[src/sv/abs_pkg.sv]
// ----------------------------------------------------------------------------
// abs_pkg
// Shared types, codes and constants of the alternating-bit sender.
// ----------------------------------------------------------------------------
package abs_pkg;

  localparam int unsigned MSG_BYTES       = 20;
  localparam int unsigned QUEUE_DEPTH_DEF = 128;
  localparam int unsigned CMD_DEPTH       = 2;
  localparam int unsigned HALF_BYTES      = MSG_BYTES / 2;

  // Checksum biases applied to the sequence and ack fields
  localparam int unsigned SEQ_BIAS = 10;
  localparam int unsigned ACK_BIAS = 15;

  // Byte weight (i+2)*2
  function automatic int unsigned msg_weight(input int unsigned idx);
    return (idx + 2) * 2;
  endfunction

  localparam int unsigned W_FIRST = msg_weight(0);
  localparam int unsigned W_LAST  = msg_weight(MSG_BYTES - 1);
  // Constant part of a sent packet's checksum (ack field is zero)
  localparam int unsigned SEND_BIAS = SEQ_BIAS * W_FIRST + ACK_BIAS * W_LAST;

  // Payload sum stays below 128 * sum of weights, well inside 18 signed bits
  localparam int unsigned BASE_W = 18;

  typedef enum logic [1:0] {
    MODE_MSG   = 2'd0,
    MODE_ACK   = 2'd1,
    MODE_TIMER = 2'd2
  } mode_e;

  typedef enum logic [1:0] {
    TMR_NONE    = 2'd0,
    TMR_START   = 2'd1,
    TMR_STOP    = 2'd2,
    TMR_RESTART = 2'd3
  } tmr_e;

  typedef enum logic [1:0] {
    CMD_MSG,
    CMD_ACK,
    CMD_TIMER,
    CMD_NOP
  } cmd_e;

  typedef enum logic {
    BK_IDLE,
    BK_READ
  } back_state_e;

  typedef struct packed {
    logic [1:0]         mode;
    logic [63:0]        data_low;
    logic [63:0]        data_mid;
    logic [31:0]        data_high;
    logic signed [31:0] pkt_seq;
    logic signed [31:0] pkt_ack;
    logic signed [31:0] pkt_check;
  } in_beat_t;

  typedef struct packed {
    logic               send_valid;
    logic               send_seq;
    logic signed [31:0] send_check;
    logic [63:0]        send_low;
    logic [63:0]        send_mid;
    logic [31:0]        send_high;
    logic [1:0]         timer_cmd;
    logic               dropped;
  } out_beat_t;

  typedef struct packed {
    logic [31:0] high;
    logic [63:0] mid;
    logic [63:0] low;
  } msg_t;

  // Stored message with its precomputed payload sum
  typedef struct packed {
    msg_t                      msg;
    logic signed [BASE_W-1:0]  base;
  } q_entry_t;

  typedef struct packed {
    cmd_e     kind;
    logic     ack_ok;   // checksum matches and ack field is 0 or 1
    logic     ack_bit;
    q_entry_t ent;
  } cmd_t;

endpackage

[src/sv/abs_front.sv]
// ----------------------------------------------------------------------------
// abs_front
// Accept event beats, sum the payload and check ack packets, emit commands.
// ----------------------------------------------------------------------------
module abs_front (
  input  logic             clk_i,
  input  logic             rst_ni,
  input  logic             in_valid_i,
  output logic             in_ready_o,
  input  abs_pkg::in_beat_t in_data_i,
  output logic             cmd_valid_o,
  input  logic             cmd_ready_i,
  output abs_pkg::cmd_t    cmd_o
);
  import abs_pkg::*;

  logic                     st_valid_q;
  in_beat_t                 st_q;
  logic [BASE_W-1:0]        psum_lo_q, psum_lo_d;
  logic [BASE_W-1:0]        psum_hi_q, psum_hi_d;
  logic                     nz_q, nz_d;
  logic [8*MSG_BYTES-1:0]   flat;
  logic [7:0]               bval;
  logic [BASE_W-1:0]        term;
  logic [BASE_W-1:0]        base;
  logic [31:0]              ack_sum;

  // Weighted sum of the incoming payload, split in two halves
  always_comb begin
    flat      = {in_data_i.data_high, in_data_i.data_mid, in_data_i.data_low};
    psum_lo_d = '0;
    psum_hi_d = '0;
    nz_d      = 1'b1;
    bval      = '0;
    term      = '0;
    for (int unsigned i = 0; i < MSG_BYTES; i++) begin
      bval = flat[8*i +: 8];
      term = {{(BASE_W-8){bval[7]}}, bval} * BASE_W'(msg_weight(i));
      if (i < HALF_BYTES) begin
        psum_lo_d = psum_lo_d + term;
      end else begin
        psum_hi_d = psum_hi_d + term;
      end
      nz_d = nz_d & (|bval);
    end
  end

  assign in_ready_o  = !st_valid_q || cmd_ready_i;
  assign cmd_valid_o = st_valid_q;

  always_ff @(posedge clk_i or negedge rst_ni) begin
    if (!rst_ni) begin
      st_valid_q <= 1'b0;
    end else if (in_ready_o) begin
      st_valid_q <= in_valid_i;
    end
  end

  always_ff @(posedge clk_i) begin
    if (in_valid_i && in_ready_o) begin
      st_q      <= in_data_i;
      psum_lo_q <= psum_lo_d;
      psum_hi_q <= psum_hi_d;
      nz_q      <= nz_d;
    end
  end

  // Finish the sum, check an ack and classify
  always_comb begin
    base    = nz_q ? (psum_lo_q + psum_hi_q) : '0;
    ack_sum = {{(32-BASE_W){base[BASE_W-1]}}, base}
            + (st_q.pkt_seq + 32'(SEQ_BIAS)) * 32'(W_FIRST)
            + (st_q.pkt_ack + 32'(ACK_BIAS)) * 32'(W_LAST);

    cmd_o.ent.msg.low  = st_q.data_low;
    cmd_o.ent.msg.mid  = st_q.data_mid;
    cmd_o.ent.msg.high = st_q.data_high;
    cmd_o.ent.base     = base;
    cmd_o.ack_bit      = st_q.pkt_ack[0];
    cmd_o.ack_ok       = (st_q.pkt_check == ack_sum) && (st_q.pkt_ack[31:1] == '0);
    unique case (st_q.mode)
      MODE_MSG:   cmd_o.kind = CMD_MSG;
      MODE_ACK:   cmd_o.kind = CMD_ACK;
      MODE_TIMER: cmd_o.kind = CMD_TIMER;
      default:    cmd_o.kind = CMD_NOP;
    endcase
  end

endmodule

[config.mk]
export PLATFORM = sky130hd
export DESIGN_NAME = abs_front
export DESIGN_NICKNAME = d
export VERILOG_FILES = /design/src/sv/abs_pkg.sv /design/src/sv/abs_front.sv
export SDC_FILE = /design/constraint.sdc
export NUM_CORES = 1
export LEC_CHECK = 0
export BUFFER_PORTS_ARGS = -buffer_cell sky130_fd_sc_hd__buf_4
export CAP_MARGIN = 20
export CELL_PAD_IN_SITES_DETAIL_PLACEMENT = 0
export CELL_PAD_IN_SITES_GLOBAL_PLACEMENT = 1
export CORE_UTILIZATION = 51
export DETAILED_ROUTE_END_ITERATION = 12
export HOLD_SLACK_MARGIN = 0.08
export MAX_ROUTING_LAYER = met4
export PLACE_DENSITY_LB_ADDON = 0.05
export SYNTH_ARGS = -nofsm -noshare
export SYNTH_HDL_FRONTEND = slang
export SYNTH_SLANG_ARGS = --single-unit
[constraint.sdc]
create_clock -name clk_i -period 26.7 [get_ports clk_i]
set_input_delay 2.67 -clock clk_i [delete_from_list [all_inputs] [get_ports clk_i]]
set_output_delay 2.67 -clock clk_i [all_outputs]
set_load 0.01 [all_outputs]
Word level (Yosys, flattened, before mapping)

Index checks and enable logic that the tools add are counted.

Memories: 0
Output and inout bits: 184
Bits in latches: 0
Memory bits (read-only): 0
Input bits: 262
Register bits after elaboration: 294
Bits in writable memories: 0

Mux-type cells: 2
$add $sub $neg: 23
Multipliers: 17
Reductions and logical operators: 26
Shifts and indexed selects: 0
Divide/modulo/power cells: 0
Equality and inequality tests: 3
Bitwise logic cells: 19
Magnitude comparators: 0

Operators by type and width:

| operator                                            | number |
|---|---|
| adder 18 bit                                        | 19 |
| OR reduction 8 bit                                  | 20 |
| multiplier 18 x 4 -> 17 bit (second input constant) | 4 |
| adder 32 bit                                        | 2 |
| multiplier 18 x 5 -> 17 bit (second input constant) | 3 |
| multiplier 18 x 3 -> 16 bit (second input constant) | 2 |
| multiplier 18 x 3 -> 17 bit (second input constant) | 2 |
| adder 32 x 4 -> 32 bit (second input constant)      | 1 |
| == test 32 bit                                      | 1 |
| multiplier 32 x 5 -> 31 bit (second input constant) | 1 |
| zero test 31 bit                                    | 1 |
| adder 30 x 4 -> 30 bit (second input constant)      | 1 |
| AND 1 bit                                           | 19 |
| multiplier 18 x 2 -> 15 bit (second input constant) | 1 |
| multiplier 18 x 2 -> 16 bit (second input constant) | 1 |
| multiplier 18 x 2 -> 17 bit (second input constant) | 1 |
| multiplier 18 x 3 -> 15 bit (second input constant) | 1 |
| multiplier 18 x 4 -> 16 bit (second input constant) | 1 |
| 2-to-1 mux 18 bit                                   | 1 |
| case mux 2 bit (3 select lines)                     | 1 |
| == test 2 x 1 -> 1 bit (second input constant)      | 1 |
| == test 2 bit (second input constant)               | 1 |
| logical AND 1 bit                                   | 2 |
| zero test 2 bit                                     | 1 |
| other kinds (2)                                     | 2 |

Logic depth before layout (Yosys ltp)

Gate-level depths: netlist of run 1.

Depth in word-level cells: 20
Depth in mapped cells: 36
Gate-level depth less buffers: 35

Worst setup path after synthesis of run 1

Ideal clock, no wire load.

Kind: reg2out
Start point: register st_q[33] (netlist bit)
End point: output cmd_o[179] (netlist bit)
Buffers on the path: 0
Cell stages (with the launch flop): 34
Setup slack: 16.224 ns
Data arrival time: 7.806 ns
Path through: edfxtp_1 > or4_1 > and3_1 > and4_2 > xor2_1 > ha_1 > ha_1 > inv_1 > fa_1 > inv_1 > ha_1 > a21oi_1 > o32ai_1 > a21oi_1 > a21oi_1 > a21oi_1 > o21bai_1 > a21oi_1 > o21bai_1 > a21oi_1 > xnor2_1 > fa_1 > ha_1 > nand2_1 > o21ai_1 > mux2_2 > a211o_1 > nor4_2 > o2111ai_1 > a2111oi_2 > o2111ai_1 > nor4_2 > nand3_1 > nor4_1

RTL lines:

| element                  | line            | RTL |
|---|---|---|
| start: declaration       | abs_front.sv:18 | `in_beat_t st_q;` |
| start signal: assignment | abs_front.sv:61 | `st_q <= in_data_i;` |
| end: declaration         | abs_front.sv:13 | `output abs_pkg::cmd_t cmd_o` |

==> results of run 1 <==
## flip-flops by register name, indices dropped and copies added, names as in the netlist
name         flops
nz_q             1
psum_hi_q       17
cmd_o          161
st_q            95
psum_lo_q       17
cmd_valid_o      1
## cells by family (layout without fill, tap and decap cells)
family | Yosys count | count (layout) | share of synthesized area
buffers and inverters | 778 | 1116 | 0.109
adder cells (fa/ha/maj) | 773 | 773 | 0.379
AO/OA/AOI/OAI | 423 | 423 | 0.0829
AND/OR/NAND/NOR | 410 | 410 | 0.0664
XOR/XNOR | 328 | 328 | 0.0893
flip-flops | 292 | 292 | 0.271
multiplexers | 7 | 7 | 0.00221
other | 1 | 2 | 0.000116
## worst reg2reg max path, stage by stage (launching register included)
cell	delay [ns]
dfrtp_1	0.38
nand2b_1	0.13
and2_4	0.56
buf_4	0.72
buf_4	0.92
## cell type report
type	count	share of cell area
Multi-Input combinational cell	1942	0.547
Sequential cell	292	0.239
Timing Repair Buffer	447	0.0917
Inverter	604	0.0619
Tap cell	837	0.0286
Clock buffer	46	0.0268
Clock inverter	19	0.00448
Antenna cell	1	0.0000684
## per-layer routing
metal,vias to the layer above,global-route usage,share of wire
met5,-,-,0
met4,0,0.0664,0.022
met3,89,0.0262,0.038
met2,378,0.453,0.50
met1,10600,0.353,0.44
li1,10400,-,-
## synthesized netlist by cell type (all sizes together), types with 19 or more instances
cell type	n	area, sq um
inv	604	2270
ha	431	5390
fa	342	6850
edfxtp	291	8740
xnor2	251	2200
buf	162	1220
a21oi	143	716
nand2	97	364
nor2	80	300
o21ai	78	390
xor2	76	666
a21o	67	503
o21bai	54	405
nand4	30	188
nor2b	30	188
nor4	27	194
nand3	25	125
nor3	25	125
and3	22	140
and2	21	131
nand2b	19	119
## per-stage QoR
stage / hold WS (ns) / setup slack [ns] / util / instance area (sq um)
floorplan: 0.622 / 16.22 / - / 32300
global placement: 0.533 / 14.80 / 0.570 / 35500
detailed placement: 0.545 / 14.68 / 0.570 / 35500
CTS: 0.560 / 14.04 / 0.589 / 36600
global route: 0.624 / 13.45 / 0.589 / 36600
finish: 0.564 / 14.06 / 0.589 / 36600
## final timing paths
path                        startpoint     endpoint  slack, ns
setup / recovery            cmd_o[178]   cmd_o[179]      14.06
hold / removal             cmd_valid_o  cmd_valid_o       0.56
setup reg to reg           cmd_valid_o   cmd_o[121]      23.51
hold reg to reg            cmd_valid_o  cmd_valid_o       0.56
max in group asynchronous       rst_ni  cmd_valid_o      24.76
min in group asynchronous       rst_ni  cmd_valid_o       1.86
## layout by cell type, fill, tap and decap left out, types with 5 or more instances in the layout
master	netlist	layout
nand2b_1	19	19
nor2_1	80	80
o21a_1	11	11
edfxtp_1	291	291
clkinv_1	0	6
a21o_1	67	67
inv_1	603	603
buf_4	162	447
and3_1	20	20
nor2b_1	30	30
o21bai_1	54	54
nor4_1	23	23
xnor2_1	251	251
nand4_1	30	30
o21ai_1	22	22
a41oi_1	5	5
fa_1	342	342
and4_1	5	5
nand3_1	25	25
clkinv_2	0	6
or2_2	5	5
nand2_1	97	97
o21ai_0	56	56
a21oi_1	143	143
a21boi_1	5	5
clkbuf_16	0	38
ha_1	431	431
clkbuf_1	12	8
or3_1	5	5
mux2i_1	6	6
a31oi_1	9	9
xor2_1	76	76
a211oi_1	5	5
o211ai_1	5	5
and2_1	21	20
nor3_1	25	25
==> summary.txt, run 1 <==
Synthesis
  – Post-synthesis sequential area ratio: 0.271
  – Synthesized Nets: 4047
  – Synth warn: 0
  – #FFs+latches synth: 292
  – Main flop type after synthesis: edfxtp_1
  – FFs w/ async S/R, synth: 0.00342
  – Cell area after synthesis: 32300 sq um
  – Cells after synthesis: 3012
  – Post-synth EDFFs: 291
  – Synthesized area per cell: 10.7 sq um
  – Unique masters post-synth: 76

Placement
  – Placed Cells: 4122
  – Detailed placer's ending HPWL: 70700 um
  – GP Congestion: 0.917
  – Number of port buffers: 442

Timing
  – Final setup violation count: 0
  – Actual slew at the worst max-slew pin: 1.09 ns
  – Fmax: 79.1 MHz
  – Clk_skew: 0.0289 ns
  – Setup TNS Final: 0 ns
  – Period Utilization, post-route: 0.473
  – Final slew viol count: 0
  – Worst slew margin: 0.267
  – Final Hold Viols: 0
  – Min Tclk post-route: 12.64 ns
  – RSZ-0062 raised after global routing: false

Die
  – Die ar.: 64400 sq um
  – Initial core utilization: 0.520
  – Io pins: 446
  – Die X: 254 um
  – Core ar.: 62200 sq um
  – Die Ht: 254 um
  – FP Rows: 91

Critical path
  – Type of origin of the critical path: flop
  – Crit-path max FO: 5
  – Crit. path cell count: 36
  – Crit end category: primary output
  – Critical path's top delay family: simple AND/OR/NAND/NOR gates
  – Max stage delay on crit path: 0.53 ns
  – Worst Path Required: 24.03 ns
  – Slowest cell on the critical path: fa_1
  – Reg2Reg Depth: 4
  – Crit path kind: reg -> out
  – CP Buf/Inv Count: 4
  – CP Data Arrival Time: 9.97 ns

Flow run
  – Maximum capacitance violations: 0

Layout
  – Layout Nets: 4358
  – # fillers: 5442
  – Seq. cell area: 8760 sq um
  – Syn-to-layout area delta: 13.3%
  – Multi-input logic area: 20000 sq um
  – Finished Layout Cells: 4188
  – Layout cell share with drive strength beyond 1: 0.156

Clock network
  – Max Root-Sink Buffers: 3
  – CTS root buf: clkbuf_16
  – Hold_buf cts: 0
  – Cts repair resizes: 0
  – Clock sinks: 292
  – CTS tree: done
  – Worst skew pair latency: 0.57 ns
  – CTS buffer count: 36
  – Clock-pin slew on the worst setup and hold paths: 0.06 ns
  – Post-CTS Setup Bufs: 0
  – CTS H-tree depth: 2

Min path
  – Worst Hold Class: reg -> reg
  – Worst hold stages: 2

Global route
  – GR Util All Layers: 0.270
  – Initial antenna violation count: 1
  – Largest net degree at the start of global routing: 76
  – First-pass GRT wire length: 129000 um
  – Total grt overflow: 0
  – Vias in the first global route: 23000

Route
  – DRT antenna net count: 0
  – Residual DRC: 0
  – Pre-antenna DRT Iters: 5
  – DRT Wirelength: 82400 um
  – DR vias/cell: 5.12
  – Avg WL per Cell: 19.7 um
  – 1st-iter DRT viols: 1159
  – DR vias: 21400

Outcome
  – Outcome: complete, no violations
Power of run 1 is left out: the tool's default activity adds up to more than one toggle a clock period on the data nets, which glitch-free logic cannot reach.
==> run 2, diff against run 1 <==
--- a/config.mk
+++ b/config.mk
@@ -9,7 +9,7 @@
 export CAP_MARGIN = 20
 export CELL_PAD_IN_SITES_DETAIL_PLACEMENT = 0
 export CELL_PAD_IN_SITES_GLOBAL_PLACEMENT = 1
-export CORE_UTILIZATION = 51
+export CORE_UTILIZATION = 43
 export DETAILED_ROUTE_END_ITERATION = 12
 export HOLD_SLACK_MARGIN = 0.08
 export MAX_ROUTING_LAYER = met4
==> constraint.sdc (replaced) <==
create_clock -name clk_i -period 11.1 [get_ports clk_i]
set_input_delay 1.11 -clock clk_i [delete_from_list [all_inputs] [get_ports clk_i]]
set_output_delay 1.11 -clock clk_i [all_outputs]
set_load 0.01 [all_outputs]
==> run 2 against run 1 <==
Effect of this change:
- die area increased by 18%
- critical path type unchanged
- worst hold slack worse by 0.27 ns
- non-clock buffer count up 2
- critical path depth is the same
- register-to-register slack worse by 15 ns
- final area up 1.3%
- sequential share of layout area is 0.31 points lower
==> summary.txt, run 2 (same netlist as run 1, synthesis figures left out) <==
Die
  – Initial core utilization: 0.434 (-0.0857)
  – Die ar.: 76300 sq um (+18%)
  – FP Rows: 100 (+9.9%)
  – Die Ht: 276 um (+8.8%)
  – Die X: 276 um (+8.8%)
  – Core ar.: 74400 sq um (+20%)
  – Io pins: 446 (unchanged)

Clock network
  – Post-CTS Setup Bufs: 0 (unchanged)
  – CTS tree: done
  – Hold_buf cts: 0 (unchanged)
  – Clock sinks: 292 (unchanged)
  – Worst skew pair latency: 0.57 ns (about the same)
  – Cts repair resizes: 0 (unchanged)
  – CTS root buf: clkbuf_16
  – Max Root-Sink Buffers: 3 (unchanged)
  – CTS buffer count: 38 (+5.6%)
  – Clock-pin slew on the worst setup and hold paths: 0.06 ns (about the same)
  – CTS H-tree depth: 2 (unchanged)

Global route
  – GR Util All Layers: 0.232 (-0.0381)
  – Vias in the first global route: 22700 (-1.0%)
  – Total grt overflow: 0 (unchanged)
  – Initial antenna violation count: 3 (+2)
  – Largest net degree at the start of global routing: 80 (+5.3%)
  – First-pass GRT wire length: 131000 um (+2.2%)

Timing
  – Clk_skew: 0.0138 ns (-0.0152 ns)
  – Setup TNS Final: 0 ns (unchanged)
  – Final Hold Viols: 0 (unchanged)
  – RSZ-0062 raised after global routing: false
  – Min Tclk post-route: 10.56 ns
  – Fmax: 94.7 MHz
  – Final setup violation count: 0 (unchanged)
  – Final WS setup: 0.542 ns (-13.52 ns)
  – Final slew viol count: 0 (unchanged)
  – Period Utilization, post-route: 0.951
  – Worst slew margin: 0.235 (-0.0327)
  – Actual slew at the worst max-slew pin: 1.15 ns (+0.0566 ns)

Critical path
  – Crit path kind: reg -> out
  – Worst Path Required: 9.99 ns (-14.04 ns)
  – Crit end category: primary output
  – Max stage delay on crit path: 0.53 ns (about the same)
  – Type of origin of the critical path: flop
  – Crit path top cell by count: ha_1
  – CP Buf/Inv Count: 4 (unchanged)
  – Critical path's top delay family: simple AND/OR/NAND/NOR gates
  – Slowest cell on the critical path: fa_1
  – CP Data Arrival Time: 9.45 ns (-0.52 ns)
  – Crit-path max FO: 5 (unchanged)

Placement
  – Detailed placer's ending HPWL: 73300 um (+3.7%)
  – Post-placement cell area: 35600 sq um (+0.49%)
  – DP Worst Slack: 0.790 ns (-13.89 ns)
  – Number of port buffers: 442 (unchanged)
  – Placed Cells: 4255 (+3.2%)
  – GP Congestion: 0.911 (-0.63%)

Route
  – DRT antenna net count: 0 (unchanged)
  – DR vias: 21400 (-0.32%)
  – DRT Wirelength: 85000 um (+3.2%)
  – Pre-antenna DRT Iters: 5 (unchanged)
  – Avg WL per Cell: 19.6 um (-0.14%)
  – Residual DRC: 0 (unchanged)
  – DR vias/cell: 4.94 (-3.5%)
  – 1st-iter DRT viols: 903 (-22%)

Layout
  – Layout cell share with drive strength beyond 1: 0.163 (+0.00747)
  – Finished Cell Area: 37100 sq um (+1.3%)
  – Layout Nets: 4362 (+0.092%)
  – Most frequent cells in the layout: inv_1, buf_4, ha_1, fa_1, edfxtp_1
  – Syn-to-layout area delta: 14.8%
  – Most common cell after layout, fill and taps aside: inv_1
  – Max reg flops: 161 (unchanged)
  – Finished Layout Cells: 4328 (+3.3%)

Min path
  – Worst Hold Class: in -> async

Flow run
  – Maximum capacitance violations: 0 (unchanged)

Outcome
  – Outcome: complete, no violations
run 2: cell type report:
| type | instances | area (sq um) |
|---|---|---|
| Tap cell | 969 | 1210 |
| Clock buffer | 43 | 991 |
| Multi-Input combinational cell | 1942 | 20100 |
| Timing Repair Buffer | 449 | 3390 |
| Clock inverter | 26 | 337 |
| Antenna cell | 3 | 7.51 |
| Sequential cell | 292 | 8760 |
| Inverter | 604 | 2270 |
| Fill cell | 6876 | 37400 |
run 2: final timing paths:
check / startpoint / slack (ns) / depth (start not counted) / end
max: cmd_o[178] / 0.54 / 36 / cmd_o[179]
min: rst_ni / 0.30 / 1 / cmd_valid_o
max reg2reg: cmd_valid_o / 8.07 / 4 / cmd_o[153]
min reg2reg: cmd_valid_o / 0.57 / 2 / cmd_valid_o
max in group asynchronous: rst_ni / 10.72 / 1 / cmd_valid_o
min in group clk_i: cmd_valid_o / 0.57 / 2 / cmd_valid_o
run 2: worst reg2reg max path: cells and delay by family (launching register included):
family / cells / cell delay, ns
buffers and inverters: 2 / 1.53
and+or+nand+nor: 2 / 0.63
DFF: 1 / 0.39
run 2: routing by layer:
layer	wire (um)	up-vias	share of wire	GRT usage
li1	-	10400	-	-
met1	38200	10600	0.45	0.298
met2	42100	335	0.50	0.386
met5	0	-	0	-
met3	3000	78	0.035	0.0331
met4	1680	0	0.020	0.0577
run 2: through the flow:
stage | hold WS, ns | utilization
after CTS | 0.260 | 0.496
after global routing | 0.268 | 0.498
after floorplan | 0.622 | -
final | 0.296 | 0.498
after global placement | 0.518 | 0.479
after detailed placement | 0.549 | 0.479
Power of run 2 is left out for the same reason.
