File: config.mk
export PLATFORM = sky130hd
export DESIGN_NAME = abs_cmd_fifo
export DESIGN_NICKNAME = d
export VERILOG_FILES = /design/src/sv/abs_pkg.sv /design/src/sv/abs_cmd_fifo.sv
export SDC_FILE = /design/constraint.sdc
export NUM_CORES = 1
export LEC_CHECK = 0
export BUFFER_PORTS_ARGS = -buffer_cell sky130_fd_sc_hd__buf_2
export CORE_UTILIZATION = 49
export CTS_BUF_LIST = sky130_fd_sc_hd__clkbuf_4 sky130_fd_sc_hd__clkbuf_8
export DETAILED_ROUTE_END_ITERATION = 6
export HOLD_SLACK_MARGIN = 0.06
export PLACE_DENSITY = 0.78
export SYNTH_ARGS = -nofsm -noshare
export SYNTH_HDL_FRONTEND = slang
export SYNTH_SLANG_ARGS = --single-unit
File: constraint.sdc
create_clock -name clk_i -period 8.88 [get_ports clk_i]
set_input_delay 1.776 -clock clk_i [delete_from_list [all_inputs] [get_ports clk_i]]
set_output_delay 1.776 -clock clk_i [all_outputs]
set_load 0.03 [all_outputs]
File: src/sv/abs_pkg.sv
// ----------------------------------------------------------------------------
// abs_pkg
// Shared types, codes and constants of the alternating-bit sender.
// ----------------------------------------------------------------------------
package abs_pkg;

  localparam int unsigned MSG_BYTES       = 20;
  localparam int unsigned QUEUE_DEPTH_DEF = 128;
  localparam int unsigned CMD_DEPTH       = 2;
  localparam int unsigned HALF_BYTES      = MSG_BYTES / 2;

  // Checksum biases applied to the sequence and ack fields
  localparam int unsigned SEQ_BIAS = 10;
  localparam int unsigned ACK_BIAS = 15;

  // Byte weight (i+2)*2
  function automatic int unsigned msg_weight(input int unsigned idx);
    return (idx + 2) * 2;
  endfunction

  localparam int unsigned W_FIRST = msg_weight(0);
  localparam int unsigned W_LAST  = msg_weight(MSG_BYTES - 1);
  // Constant part of a sent packet's checksum (ack field is zero)
  localparam int unsigned SEND_BIAS = SEQ_BIAS * W_FIRST + ACK_BIAS * W_LAST;

  // Payload sum stays below 128 * sum of weights, well inside 18 signed bits
  localparam int unsigned BASE_W = 18;

  typedef enum logic [1:0] {
    MODE_MSG   = 2'd0,
    MODE_ACK   = 2'd1,
    MODE_TIMER = 2'd2
  } mode_e;

  typedef enum logic [1:0] {
    TMR_NONE    = 2'd0,
    TMR_START   = 2'd1,
    TMR_STOP    = 2'd2,
    TMR_RESTART = 2'd3
  } tmr_e;

  typedef enum logic [1:0] {
    CMD_MSG,
    CMD_ACK,
    CMD_TIMER,
    CMD_NOP
  } cmd_e;

  typedef enum logic {
    BK_IDLE,
    BK_READ
  } back_state_e;

  typedef struct packed {
    logic [1:0]         mode;
    logic [63:0]        data_low;
    logic [63:0]        data_mid;
    logic [31:0]        data_high;
    logic signed [31:0] pkt_seq;
    logic signed [31:0] pkt_ack;
    logic signed [31:0] pkt_check;
  } in_beat_t;

  typedef struct packed {
    logic               send_valid;
    logic               send_seq;
    logic signed [31:0] send_check;
    logic [63:0]        send_low;
    logic [63:0]        send_mid;
    logic [31:0]        send_high;
    logic [1:0]         timer_cmd;
    logic               dropped;
  } out_beat_t;

  typedef struct packed {
    logic [31:0] high;
    logic [63:0] mid;
    logic [63:0] low;
  } msg_t;

  // Stored message with its precomputed payload sum
  typedef struct packed {
    msg_t                      msg;
    logic signed [BASE_W-1:0]  base;
  } q_entry_t;

  typedef struct packed {
    cmd_e     kind;
    logic     ack_ok;   // checksum matches and ack field is 0 or 1
    logic     ack_bit;
    q_entry_t ent;
  } cmd_t;

endpackage

File: src/sv/abs_cmd_fifo.sv
// ----------------------------------------------------------------------------
// abs_cmd_fifo
// Short command queue between the front and the back.
// ----------------------------------------------------------------------------
module abs_cmd_fifo (
  input  logic          clk_i,
  input  logic          rst_ni,
  input  logic          wr_valid_i,
  output logic          wr_ready_o,
  input  abs_pkg::cmd_t wr_data_i,
  output logic          rd_valid_o,
  input  logic          rd_ready_i,
  output abs_pkg::cmd_t rd_data_o
);
  import abs_pkg::*;

  localparam int unsigned PW = (CMD_DEPTH > 1) ? $clog2(CMD_DEPTH) : 1;
  localparam int unsigned CW = $clog2(CMD_DEPTH + 1);

  cmd_t          mem_q [CMD_DEPTH];
  logic [PW-1:0] wptr_q, rptr_q;
  logic [CW-1:0] count_q;
  logic          push, pop;

  assign wr_ready_o = (count_q != CW'(CMD_DEPTH));
  assign rd_valid_o = (count_q != '0);
  assign push       = wr_valid_i && wr_ready_o;
  assign pop        = rd_valid_o && rd_ready_i;
  assign rd_data_o  = mem_q[rptr_q];

  always_ff @(posedge clk_i or negedge rst_ni) begin
    if (!rst_ni) begin
      wptr_q  <= '0;
      rptr_q  <= '0;
      count_q <= '0;
    end else begin
      if (push) begin
        wptr_q <= (wptr_q == PW'(CMD_DEPTH - 1)) ? '0 : wptr_q + 1'b1;
      end
      if (pop) begin
        rptr_q <= (rptr_q == PW'(CMD_DEPTH - 1)) ? '0 : rptr_q + 1'b1;
      end
      if (push && !pop) begin
        count_q <= count_q + 1'b1;
      end else if (pop && !push) begin
        count_q <= count_q - 1'b1;
      end
    end
  end

  always_ff @(posedge clk_i) begin
    if (push) begin
      mem_q[wptr_q] <= wr_data_i;
    end
  end

endmodule

# After elaboration in Yosys (flattened, before gate mapping)
# Memories as Yosys holds them, arrays and structs flattened.
# Index checks and enable logic that the tools add are counted.
[totals] inputBits=186 output_inout_bits=184 mem_bits_rw=364 reg_bits=4 n_memories=1 word_cells=23
[memory_table] memory="mem_q" depth=2 word_bits=182 rd=1 rd_ports_with_merged_regs=0 wr=1 line="abs_cmd_fifo.sv:20" rtl="cmd_t mem_q [CMD_DEPTH];"
[op_classes] mux=6 reduce_logical=8 eq_ne=1 n_addsub=4
[ops] op="logical AND 1 bit" count=4
[ops] op="2-to-1 mux 1 bit" count=4
[ops] op="2-to-1 mux 2 bit" count=2
[ops] op="nonzero test 2 bit" count=2
[ops] op="adder 1 bit, second input constant" count=2
[ops] op="adder 2 x 1 -> 2 bit, second input constant" count=1
[ops] op="zero test 1 bit" count=2
[ops] op="inequality test 2 bit, second input constant" count=1
[ops] op="subtractor 2 x 1 -> 2 bit, second input constant" count=1

# Longest topological paths before layout
# Gate-level depths: netlist (run 1).
[depth] ltp_word=6 mapped_depth=7 depth_no_buf=7

# Worst setup path before layout (run 1)
# OpenSTA, ideal clock, no wires.
[synth_path] path_type="input port to flip-flop" from="input port wr_valid_i" to="memory mem_q[0][0] in the netlist's numbering (enable)" cell_stages=2 setup_slack_ns=-1.272 arrival_ns=9.425 path_buffers=0 setup_ns=0.727 cell_sequence="nand2_1 > nor2_1"
[synth_between] elab_chain_cells=3
[synth_rtl] element="from (decl)" line="abs_cmd_fifo.sv:8" rtl="input logic wr_valid_i,"
[synth_rtl] element="logical AND 1 bit" line="abs_cmd_fifo.sv:27" rtl="assign push = wr_valid_i && wr_ready_o;"
[synth_rtl] element="2-to-1 mux 1 bit" line="abs_cmd_fifo.sv:52" rtl="if (push) begin"
[synth_rtl] element="2-to-1 mux 1 bit (implied by the code)" line="abs_cmd_fifo.sv:53" rtl="mem_q[wptr_q] <= wr_data_i;"
[synth_rtl] element="to (decl)" line="abs_cmd_fifo.sv:20"
# No other way between the ends.

==> results of run 1 <==
[cell usage in the layout (no fill, tap or decap)]
master / instances
sky130_fd_sc_hd__clkbuf_4: 13
sky130_fd_sc_hd__nand2b_1: 1
sky130_fd_sc_hd__nor2_4: 1
sky130_fd_sc_hd__clkinv_2: 9
sky130_fd_sc_hd__dfrtp_4: 1
sky130_fd_sc_hd__nor2_1: 1
sky130_fd_sc_hd__xor2_1: 2
sky130_fd_sc_hd__nand2_1: 2
sky130_fd_sc_hd__dfrtp_1: 3
sky130_fd_sc_hd__inv_1: 1
sky130_fd_sc_hd__clkinv_1: 15
sky130_fd_sc_hd__ha_1: 1
sky130_fd_sc_hd__buf_4: 6
sky130_fd_sc_hd__or2_2: 1
sky130_fd_sc_hd__and3_4: 1
sky130_fd_sc_hd__edfxtp_1: 364
sky130_fd_sc_hd__bufinv_16: 2
sky130_fd_sc_hd__mux2_2: 182
sky130_fd_sc_hd__diode_2: 3
sky130_fd_sc_hd__buf_2: 369
sky130_fd_sc_hd__clkbuf_8: 57
sky130_fd_sc_hd__xnor2_1: 3
[area by class of cell]
type | instances | area, µm²
Antenna cell | 3 | 7.507
Sequential cell | 368 | 11030
Timing Repair Buffer | 375 | 1892
Multi-Input combinational cell | 195 | 2152
Inverter | 1 | 3.754
Clock inverter | 26 | 161.4
Fill cell | 1964 | 10320
Clock buffer | 70 | 882.1
Tap cell | 341 | 426.7
[flip-flops by register name (all words and copies together), names as in the netlist]
name and cells:
count_q 2, mem_q 364, wptr_q 1, rptr_q 1
[how the worst min path moves through the flow]
stage / startpoint / endpoint / slack [ns] / cells after the start
floorplan: count_q[1] / count_q[1] / 0.46 / 1
global placement: count_q[1] / count_q[1] / 0.48 / 1
detailed placement: count_q[1] / count_q[1] / 0.48 / 1
CTS: count_q[1] / count_q[1] / 0.49 / 1
global route: count_q[1] / count_q[1] / 0.52 / 1
finish: count_q[1] / count_q[1] / 0.49 / 1
[synthesized netlist by cell type]
library cell	n
sky130_fd_sc_hd__nor2_1	2
sky130_fd_sc_hd__buf_6	19
sky130_fd_sc_hd__xnor2_1	3
sky130_fd_sc_hd__xor2_1	2
sky130_fd_sc_hd__dfrtp_1	4
sky130_fd_sc_hd__and3_1	1
sky130_fd_sc_hd__mux2_2	182
sky130_fd_sc_hd__nand2_1	2
sky130_fd_sc_hd__ha_1	1
sky130_fd_sc_hd__or2_2	1
sky130_fd_sc_hd__buf_2	1
sky130_fd_sc_hd__inv_1	1
sky130_fd_sc_hd__edfxtp_1	364
sky130_fd_sc_hd__nand2b_1	1
[per-layer routing]
layer / part of all wire, % / vias up / GRT usage (%)
met4: 3.2 / 6 / 7.978
met1: 37 / 3413 / 20.50
met5: 0.14 / - / 0
met3: 8.1 / 64 / 5.838
met2: 51 / 298 / 31.58
li1: - / 3170 / -
[kinds of logic (layout without fill, tap and decap cells)]
kind of cell	count (synthesis)	after routing	synth area share, %
mux	182	182	15.30
buf+inv	21	472	1.663
fa+ha+maj	1	1	0.09341
flops	368	368	82.36
simple gates	7	7	0.2524
xor+xnor	5	5	0.3270
other cells	0	3	0
[report_power, final]
part / internal (mW) / switching (mW)
clock network: 0.704 / 0.601
logic: 0.699 / 1.40
registers: 2.38 / 0.149
total: 3.78 / 2.15
[metrics by stage]
| step | std cells | setup slack (ns) |
|---|---|---|
| final | 1379 | 4.019 |
| after global routing | 1378 | 3.835 |
| after CTS | 1376 | 3.951 |
| after detailed placement | 1280 | 4.571 |
| after global placement | 1280 | 4.590 |
| after floorplan | 584 | 1.807 |
[critical path, cell delays in order (launching register included)]
cell	delay (ns)
sky130_fd_sc_hd__dfrtp_4	1.09
sky130_fd_sc_hd__buf_4	0.75
sky130_fd_sc_hd__mux2_2	0.42
sky130_fd_sc_hd__buf_2	0.18
==> impl_metrics.py, run 1 <==
metrics = {
    "timing": {
        "setup_viol_count_final": 0,
        "max_slew.worst_pin.slew_ns": 1.077,
        "slew-limit-headroom_pct": 28.03,
        "period_share_pct": 54.74,
        "drv_slew": 0,
        "finalSetupTns_ns": 0,
        "max_clock_freq_ghz": 0.2057,
        "rsz0062_at_grt": "no",
        "hold_ws_ns": 0.4873,
        "final_period_minus_worst_setup_slack_ns": 4.861,
        "hold_viol": 0,
        "clock_skew_ns": 0.01625,
    },
    "worst_setup_path": {
        "setup.worst_path.start": "rptr_q",
        "crit_required_ns": 7.10,
        "setup.reg_to_reg.worst_slack_ns": 5.94,
        "worstReg2RegStart": "count_q[0]",
        "worst-endpoint-arrival_ns": 3.09,
        "rr_worst_depth": 4,
        "critical_path.endpoint_type": "output pin",
        "critical_path.max_fanout": 71,
        "r2r-end": "mem_q[0][86]",
        "cp-endpoint": "rd_data_o[49]",
        "path_class": "flop to output pin",
        "cp-start-kind": "flop",
    },
    "pwr": {
        "ir_drop_mv": 0.3013,
        "pd_cells_nw_per_um2": 358.1,
        "power_consumption_mw": 5.930,
        "leakagePower_nw": 6.227,
    },
    "logic_synthesis": {
        "post_synth_inst_count": 584,
        "synth_warnings": 0,
        "synth.ff_latch_count": 368,
        "synth_sequential_area_ratio_pct": 82.36,
        "syn-cell-area_um2": 13390,
        "mean_instance_size_in_the_synthesized_netlist_um2": 22.93,
        "synth_top_area_share_pct": 81.61,
        "post-synth-top-area-cell": "sky130_fd_sc_hd__edfxtp_1",
        "count_of_distinct_cell_types_in_the_synthesized_netlist": 14,
        "synth_fp_nets": 771,
        "netlist_top_cells_area": "sky130_fd_sc_hd__edfxtp_1, sky130_fd_sc_hd__mux2_2, sky130_fd_sc_hd__buf_6",
    },
    "detailed_routing": {
        "drt_wl_total_um": 26070,
        "route.detailed.drc": 0,
        "viasPerCell": 5.041,
        "initialDrtViolationCount": 362,
        "routed-via-count": 6951,
        "routed_wire_length_per_instance_um": 18.91,
        "drtPass1Iterations": 5,
        "route.antenna.remaining_nets": 0,
    },
    "placed_design": {
        "port_buffers": 369,
        "place.gp.congestion": 0.7514,
        "dp_hpwl_um": 16880,
        "dpl-instance-area_um2": 15510,
    },
    "layout": {
        "area_growth_syn_to_layout_pct": 23.65,
        "layout.core_utilization_pct": 61.62,
        "final_layout_size_suffix_gt1_share_pct": 62.03,
        "final_nets": 1184,
        "postLayoutCellArea_um2": 16560,
    },
    "cts": {
        "numCtsBuffers": 56,
        "ctsRootBufferMaster": "sky130_fd_sc_hd__clkbuf_8",
        "max-clock-path-buffers": 3,
        "cts-hold-fix-buffers": 0,
        "cts_tree": "yes",
        "worst_setup_hold_path_clk_slew_ns": 0.06,
        "clock_tree.htree_level_count": 2,
        "post_cts.repair.setup_buffers": 0,
        "clkLatencyLatePin_ns": 0.56,
        "clkSinkCount": 368,
        "cts_resized": 0,
    },
    "floorplanning": {
        "die_w_um": 167.3,
        "core-area_um2": 26880,
        "dieArea_um2": 28000,
        "floorplan.io_pins": 370,
        "die_h_um": 167.3,
        "std_cell_rows": 60,
        "initial_utilization_pct": 49.83,
    },
    "grt": {
        "first_global_vias": 7294,
        "overflow": 0,
        "global_route_wire_length_before_repair_um": 38840,
        "number_of_antenna_violations_at_the_first_check_in_global_routing": 6,
        "largest_net_degree_at_the_start_of_global_routing": 77,
        "grtUsageTotal_pct": 18.17,
    },
    "status": {
        "run_status": "completed",
    },
    "job": {
        "cap_violations": 0,
    },
    "worst_hold_path": {
        "min_delay_path_class": "flop to flop",
    },
}
No activity file was read; power rests on OpenSTA's default activity.
==> run 2: changes to the inputs <==
clock period = 4.4 ns   (was 8.88 ns; I/O delays follow)
==> run 2 against run 1 <==
Critical path depth unchanged. Clock power up 100%. Clock skew up 0.0040 ns. Setup slack worse by 2.8 ns. Combinational power up 110%. Final cell count up 0.44%. Die area unchanged. Power up 100%. Sequential cell count unchanged. Register-to-register slack worse by 3.5 ns. Core utilization up 0.24 points. Critical endpoint is now rd_data_o[119]. Largest power group unchanged.
==> impl_metrics.py, run 2 (same netlist as run 1, synthesis figures left out) <==
metrics = {
    "worst_setup_path": {
        "worst-endpoint-arrival_ns": 2.34,
        "critical_path.max_fanout": 80,
        "crit_required_ns": 3.52,
        "critical_path.endpoint_type": "output pin",
        "path_class": "flop to output pin",
        "cp-start-kind": "flop",
    },
    "cts": {
        "max-clock-path-buffers": 3,
        "clock_tree.htree_level_count": 2,
        "numCtsBuffers": 56,
        "cts_tree": "yes",
        "clkSinkCount": 368,
        "cts-hold-fix-buffers": 0,
        "cts_resized": 0,
        "ctsRootBufferMaster": "sky130_fd_sc_hd__clkbuf_8",
        "clkLatencyLatePin_ns": 0.57,
        "worst_setup_hold_path_clk_slew_ns": 0.06,
        "post_cts.repair.setup_buffers": 0,
    },
    "placed_design": {
        "dp_hpwl_um": 16090,
        "place.gp.congestion": 0.7354,
        "port_buffers": 369,
    },
    "timing": {
        "hold_viol": 0,
        "max_clock_freq_ghz": 0.3104,
        "final_period_minus_worst_setup_slack_ns": 3.222,
        "setup_viol_count_final": 0,
        "clock_skew_ns": 0.02026,
        "period_share_pct": 73.23,
        "finalSetupTns_ns": 0,
        "drv_slew": 0,
        "slew-limit-headroom_pct": 38.87,
        "max_slew.worst_pin.slew_ns": 0.9169,
        "rsz0062_at_grt": "no",
    },
    "layout": {
        "most_common_cell_after_layout_fill_and_taps_aside": "sky130_fd_sc_hd__buf_2",
        "multi_input_comb_area_um2": 2152,
        "layout_common_cells": "sky130_fd_sc_hd__buf_2, sky130_fd_sc_hd__edfxtp_1, sky130_fd_sc_hd__mux2_2, sky130_fd_sc_hd__clkbuf_8, sky130_fd_sc_hd__clkbuf_4",
        "largest_register_ff_count": 364,
        "register_area_um2": 11030,
        "nFillCells": 1973,
        "final_layout_size_suffix_gt1_share_pct": 62.27,
        "final_nets": 1184,
        "area_growth_syn_to_layout_pct": 24.13,
        "reg_top3": "mem_q (364), count_q (2)",
        "layout.core_utilization_pct": 61.86,
        "largest_register": "mem_q",
    },
    "grt": {
        "overflow": 0,
        "first_global_vias": 7273,
        "number_of_antenna_violations_at_the_first_check_in_global_routing": 9,
        "grtUsageTotal_pct": 17.92,
        "global_route_wire_length_before_repair_um": 38370,
        "largest_net_degree_at_the_start_of_global_routing": 160,
    },
    "detailed_routing": {
        "drtPass1Iterations": 4,
        "routed_wire_length_per_instance_um": 18.53,
        "viasPerCell": 4.944,
        "route.detailed.drc": 0,
        "drt_wl_total_um": 25660,
        "routed-via-count": 6847,
        "route.antenna.remaining_nets": 0,
        "initialDrtViolationCount": 402,
    },
    "floorplanning": {
        "core-area_um2": 26880,
        "floorplan.io_pins": 370,
        "std_cell_rows": 60,
        "dieArea_um2": 28000,
        "die_h_um": 167.3,
        "initial_utilization_pct": 49.83,
        "die_w_um": 167.3,
    },
    "pwr": {
        "leakagePower_nw": 6.246,
        "power.share.sequential_pct": 41.9,
        "total_switching_power_mw": 4.340,
        "ir_drop_mv": 0.5045,
        "p_sw_share_pct": 36.26,
        "power.internal_mw": 7.628,
        "p_clk_share_pct": 21.7,
        "pwr-share-comb_pct": 36.4,
        "pd_cells_nw_per_um2": 719.9,
    },
    "worst_hold_path": {
        "min_delay_path_class": "input pin to asynchronous set/reset pin",
    },
    "status": {
        "run_status": "completed",
    },
    "job": {
        "cap_violations": 0,
    },
}
[run 2: cell types whose count changed in the layout (fill, tap and decap cells not counted), sizes merged]
cell and delta:
diode +2, clkinvlp +1, clkinv -3, clkbuf +8, bufinv -2
[run 2: worst max-delay path, stage by stage, from the launching register on]
cell,delay (ns)
sky130_fd_sc_hd__dfrtp_4,0.69
sky130_fd_sc_hd__buf_12,0.41
sky130_fd_sc_hd__mux2_2,0.41
sky130_fd_sc_hd__buf_2,0.18
[run 2: power groups by stage]
| stage | logic (mW) | clock network, mW | registers [mW] |
|---|---|---|---|
| 6_report | 4.35 | 2.60 | 5.01 |
| 5_1_grt | 4.58 | 2.81 | 5.09 |
| 4_1_cts | 4.41 | 2.66 | 5.02 |
| 3_5_place_dp | 4.39 | 0 | 5.09 |
| 3_3_place_gp | 4.37 | 0 | 5.04 |
| 2_1_floorplan | 3.36 | 0 | 5.04 |
[run 2: metal layers]
metal | GRT usage, % | wire [µm] | vias up
met3 | 6.925 | 2460 | 65
met1 | 20.90 | 9845 | 3297
met4 | 7.978 | 809 | 6
met5 | 0 | 40 | -
li1 | - | - | 3172
met2 | 29.44 | 12500 | 307
[run 2: path summary, 6_finish.rpt]
kind                       startpoint              to  slack, ns  depth (start not counted)
setup / recovery               rptr_q  rd_data_o[119]       1.18                          3
hold / removal                 rst_ni          wptr_q       0.13                          1
setup reg to reg           count_q[0]    mem_q[0][59]       2.41                          4
hold reg to reg            count_q[1]      count_q[1]       0.50                          1
max in group asynchronous      rst_ni          rptr_q       4.12                          1
min in group clk_i         count_q[1]      count_q[1]       0.50                          1
[run 2: area by class of cell]
type                       count  area share [%]
antenna                        5         0.07526
timing repair buffer         375           11.76
clock inverter                22          0.5946
clock buffer                  78           5.667
tap                          341           2.566
multi-input combinational    195           12.94
sequential                   368           66.37
inverter                       1         0.02258
[run 2: per-stage QoR]
step	setup WS [ns]	std cells	power, mW	hold slack (ns)	area, µm²
after floorplan	0.2654	584	8.405	0.4559	13400
after global placement	1.756	1280	9.410	0.4750	15570
after detailed placement	1.754	1280	9.481	0.4850	15570
after CTS	1.134	1380	12.10	0.09204	16610
after global routing	1.056	1383	12.48	0.09446	16620
final	1.178	1385	11.97	0.1305	16620
==> run 3: changes to the inputs <==
clock period = 2.6 ns   (was 4.4 ns; I/O delays follow)
==> run 3 against run 2 <==
Sequential share of layout area fell by 0.96 points. Worst hold slack improved by 0.0061 ns. Non-clock buffer count grew 13. Combinational power up 77%. Setup slack got worse by 1.1 ns. Critical path type unchanged. Largest cell class unchanged. Largest power group unchanged.
==> impl_metrics.py, run 3 (same netlist as run 1, synthesis figures left out) <==
metrics = {
    "pwr": {
        "pd_cells_nw_per_um2": 1230,
        "p_clk_share_pct": 22.3,
        "pwr-share-comb_pct": 37.2,
        "ir_drop_mv": 0.7306,
        "power.share.sequential_pct": 40.6,
        "total_switching_power_mw": 7.423,
        "power.internal_mw": 13.33,
        "p_sw_share_pct": 35.76,
        "leakagePower_nw": 6.378,
    },
    "grt": {
        "global_route_wire_length_before_repair_um": 39590,
        "global_route.usage.met1_pct": 18.98,
        "global_route.peak_usage_layer": "met2",
        "grtUsageTotal_pct": 18.45,
        "largest_net_degree_at_the_start_of_global_routing": 96,
        "first_global_vias": 7609,
        "grt_use_met2_pct": 33.91,
        "number_of_antenna_violations_at_the_first_check_in_global_routing": 3,
        "overflow": 0,
        "groute.layer.met3.usage_pct": 7.351,
    },
    "worst_hold_path": {
        "min_delay_path_class": "input pin to flop",
        "whs_path_depth": 1,
        "launch_instance_of_the_worst_min_delay_path": "wr_data_i[59]",
        "whs_endpoint": "mem_q[0][59]",
    },
    "detailed_routing": {
        "routed-via-count": 6941,
        "routed_wire_length_per_instance_um": 18.86,
        "viasPerCell": 4.976,
        "route.detailed.drc": 0,
        "route.antenna.remaining_nets": 0,
        "drtPass1Iterations": 4,
        "drt_wl_total_um": 26320,
        "initialDrtViolationCount": 414,
    },
    "layout": {
        "layout.core_utilization_pct": 62.77,
        "postLayoutCellArea_um2": 16870,
        "final_layout_size_suffix_gt1_share_pct": 63.21,
        "layout_common_cells": "sky130_fd_sc_hd__buf_2, sky130_fd_sc_hd__edfxtp_1, sky130_fd_sc_hd__mux2_2, sky130_fd_sc_hd__clkbuf_8, sky130_fd_sc_hd__clkbuf_4",
        "final_nets": 1198,
        "most_common_cell_after_layout_fill_and_taps_aside": "sky130_fd_sc_hd__buf_2",
        "largest_register_ff_count": 364,
        "nFillCells": 1898,
        "final-instance-count-excl-fill": 1395,
        "reg_top3": "mem_q (364), count_q (2)",
        "area_growth_syn_to_layout_pct": 25.96,
        "largest_register": "mem_q",
    },
    "cts": {
        "cts_tree": "yes",
        "clkLatencyLatePin_ns": 0.56,
        "numCtsBuffers": 57,
        "ctsRootBufferMaster": "sky130_fd_sc_hd__clkbuf_8",
        "clock_tree.htree_level_count": 2,
        "clkSinkCount": 368,
        "max-clock-path-buffers": 3,
        "worst_setup_hold_path_clk_slew_ns": 0.06,
    },
    "worst_setup_path": {
        "timing.critical_path.cells": "buf_12 > mux2_2 > buf_2",
        "worstReg2RegStart": "count_q[0]",
        "worst-endpoint-arrival_ns": 2.02,
        "setup.reg_to_reg.worst_slack_ns": 0.77,
        "critical_path.max_fanout": 71,
        "path_class": "flop to output pin",
        "crit_path_max_incr_delay_ns": 0.47,
        "critical_path.endpoint_type": "output pin",
        "cp-start-kind": "flop",
        "r2r-end": "mem_q[1][117]",
        "rr_worst_depth": 3,
        "slowest_stage": "sky130_fd_sc_hd__dfrtp_4",
        "crit_required_ns": 2.08,
    },
    "placed_design": {
        "place.gp.congestion": 0.7881,
        "dpl-instance-area_um2": 15730,
        "post-place-cells": 1291,
        "dp_hpwl_um": 17920,
        "port_buffers": 369,
    },
    "status": {
        "run_status": "completed",
    },
    "timing": {
        "drv_slew": 0,
        "period_share_pct": 97.88,
        "final_period_minus_worst_setup_slack_ns": 2.545,
        "slew-limit-headroom_pct": 62.89,
        "clock_skew_ns": 0.01090,
        "setup_viol_count_final": 0,
        "hold_viol": 0,
        "hold_ws_ns": 0.1366,
        "finalSetupTns_ns": 0,
        "rsz0062_at_grt": "yes",
        "max_slew.worst_pin.slew_ns": 0.5566,
        "max_clock_freq_ghz": 0.3929,
    },
    "floorplanning": {
        "die_h_um": 167.3,
        "core-area_um2": 26880,
        "initial_utilization_pct": 49.83,
        "floorplan.io_pins": 370,
        "std_cell_rows": 60,
        "dieArea_um2": 28000,
        "die_w_um": 167.3,
    },
    "job": {
        "cap_violations": 0,
    },
}
-- run 3: worst max-delay path by stage --
stage	start	endpoint	slack, ns	cells past startpoint
floorplan	count_q[0]	mem_q[0][0]	-1.19	3
global placement	rptr_q	rd_data_o[150]	0.57	4
detailed placement	rptr_q	rd_data_o[146]	0.56	4
CTS	rptr_q	rd_data_o[146]	0.005	4
global route	rptr_q	rd_data_o[91]	-0.01	3
finish	rptr_q	rd_data_o[91]	0.06	3
-- run 3: power by group through the flow --
stage / registers, mW / logic, mW / clock network, mW
2_1_floorplan: 8.54 / 5.71 / 0
3_3_place_gp: 8.49 / 7.68 / 0
3_5_place_dp: 8.57 / 7.73 / 0
4_1_cts: 8.44 / 7.79 / 4.77
5_1_grt: 8.52 / 8.13 / 5.01
6_report: 8.42 / 7.72 / 4.62
-- run 3: per-stage QoR --
| step | worst slack (ns) | total power [mW] |
|---|---|---|
| after CTS | 0.005393 | 21.00 |
| after detailed placement | 0.5628 | 16.30 |
| after floorplan | -1.186 | 14.24 |
| after global placement | 0.5668 | 16.17 |
| final | 0.05511 | 20.76 |
| after global routing | -0.01299 | 21.66 |
-- run 3: routing by layer --
| layer | vias to the layer above | share of wire, % |
|---|---|---|
| li1 | 3200 | - |
| met1 | 3403 | 36 |
| met2 | 282 | 52 |
| met3 | 54 | 9.5 |
| met4 | 2 | 2.4 |
| met5 | - | 0.030 |
-- run 3: area by class of cell --
cell class | instances | area, µm² | area share [%]
multi-input combinational | 195 | 2167 | 12.85
antenna | 2 | 5.005 | 0.02967
timing repair buffer | 388 | 2125 | 12.59
clock inverter | 22 | 160.2 | 0.9493
clock buffer | 78 | 948.4 | 5.622
inverter | 1 | 3.754 | 0.02225
sequential | 368 | 11030 | 65.41
tap | 341 | 426.7 | 2.529
-- run 3: what timing repair did --
action,CTS,global route
endpoints found under the hold margin,4,0
setup endpoints to repair,135,15
resized for setup,0,1
buffers inserted,1,0
hold buffers,1,0
-- run 3: worst max-delay path, delay by kind of cell, from the launching register on --
family	cells	cell delay, ns
buf+inv	2	0.49
flops	1	0.47
mux	1	0.40
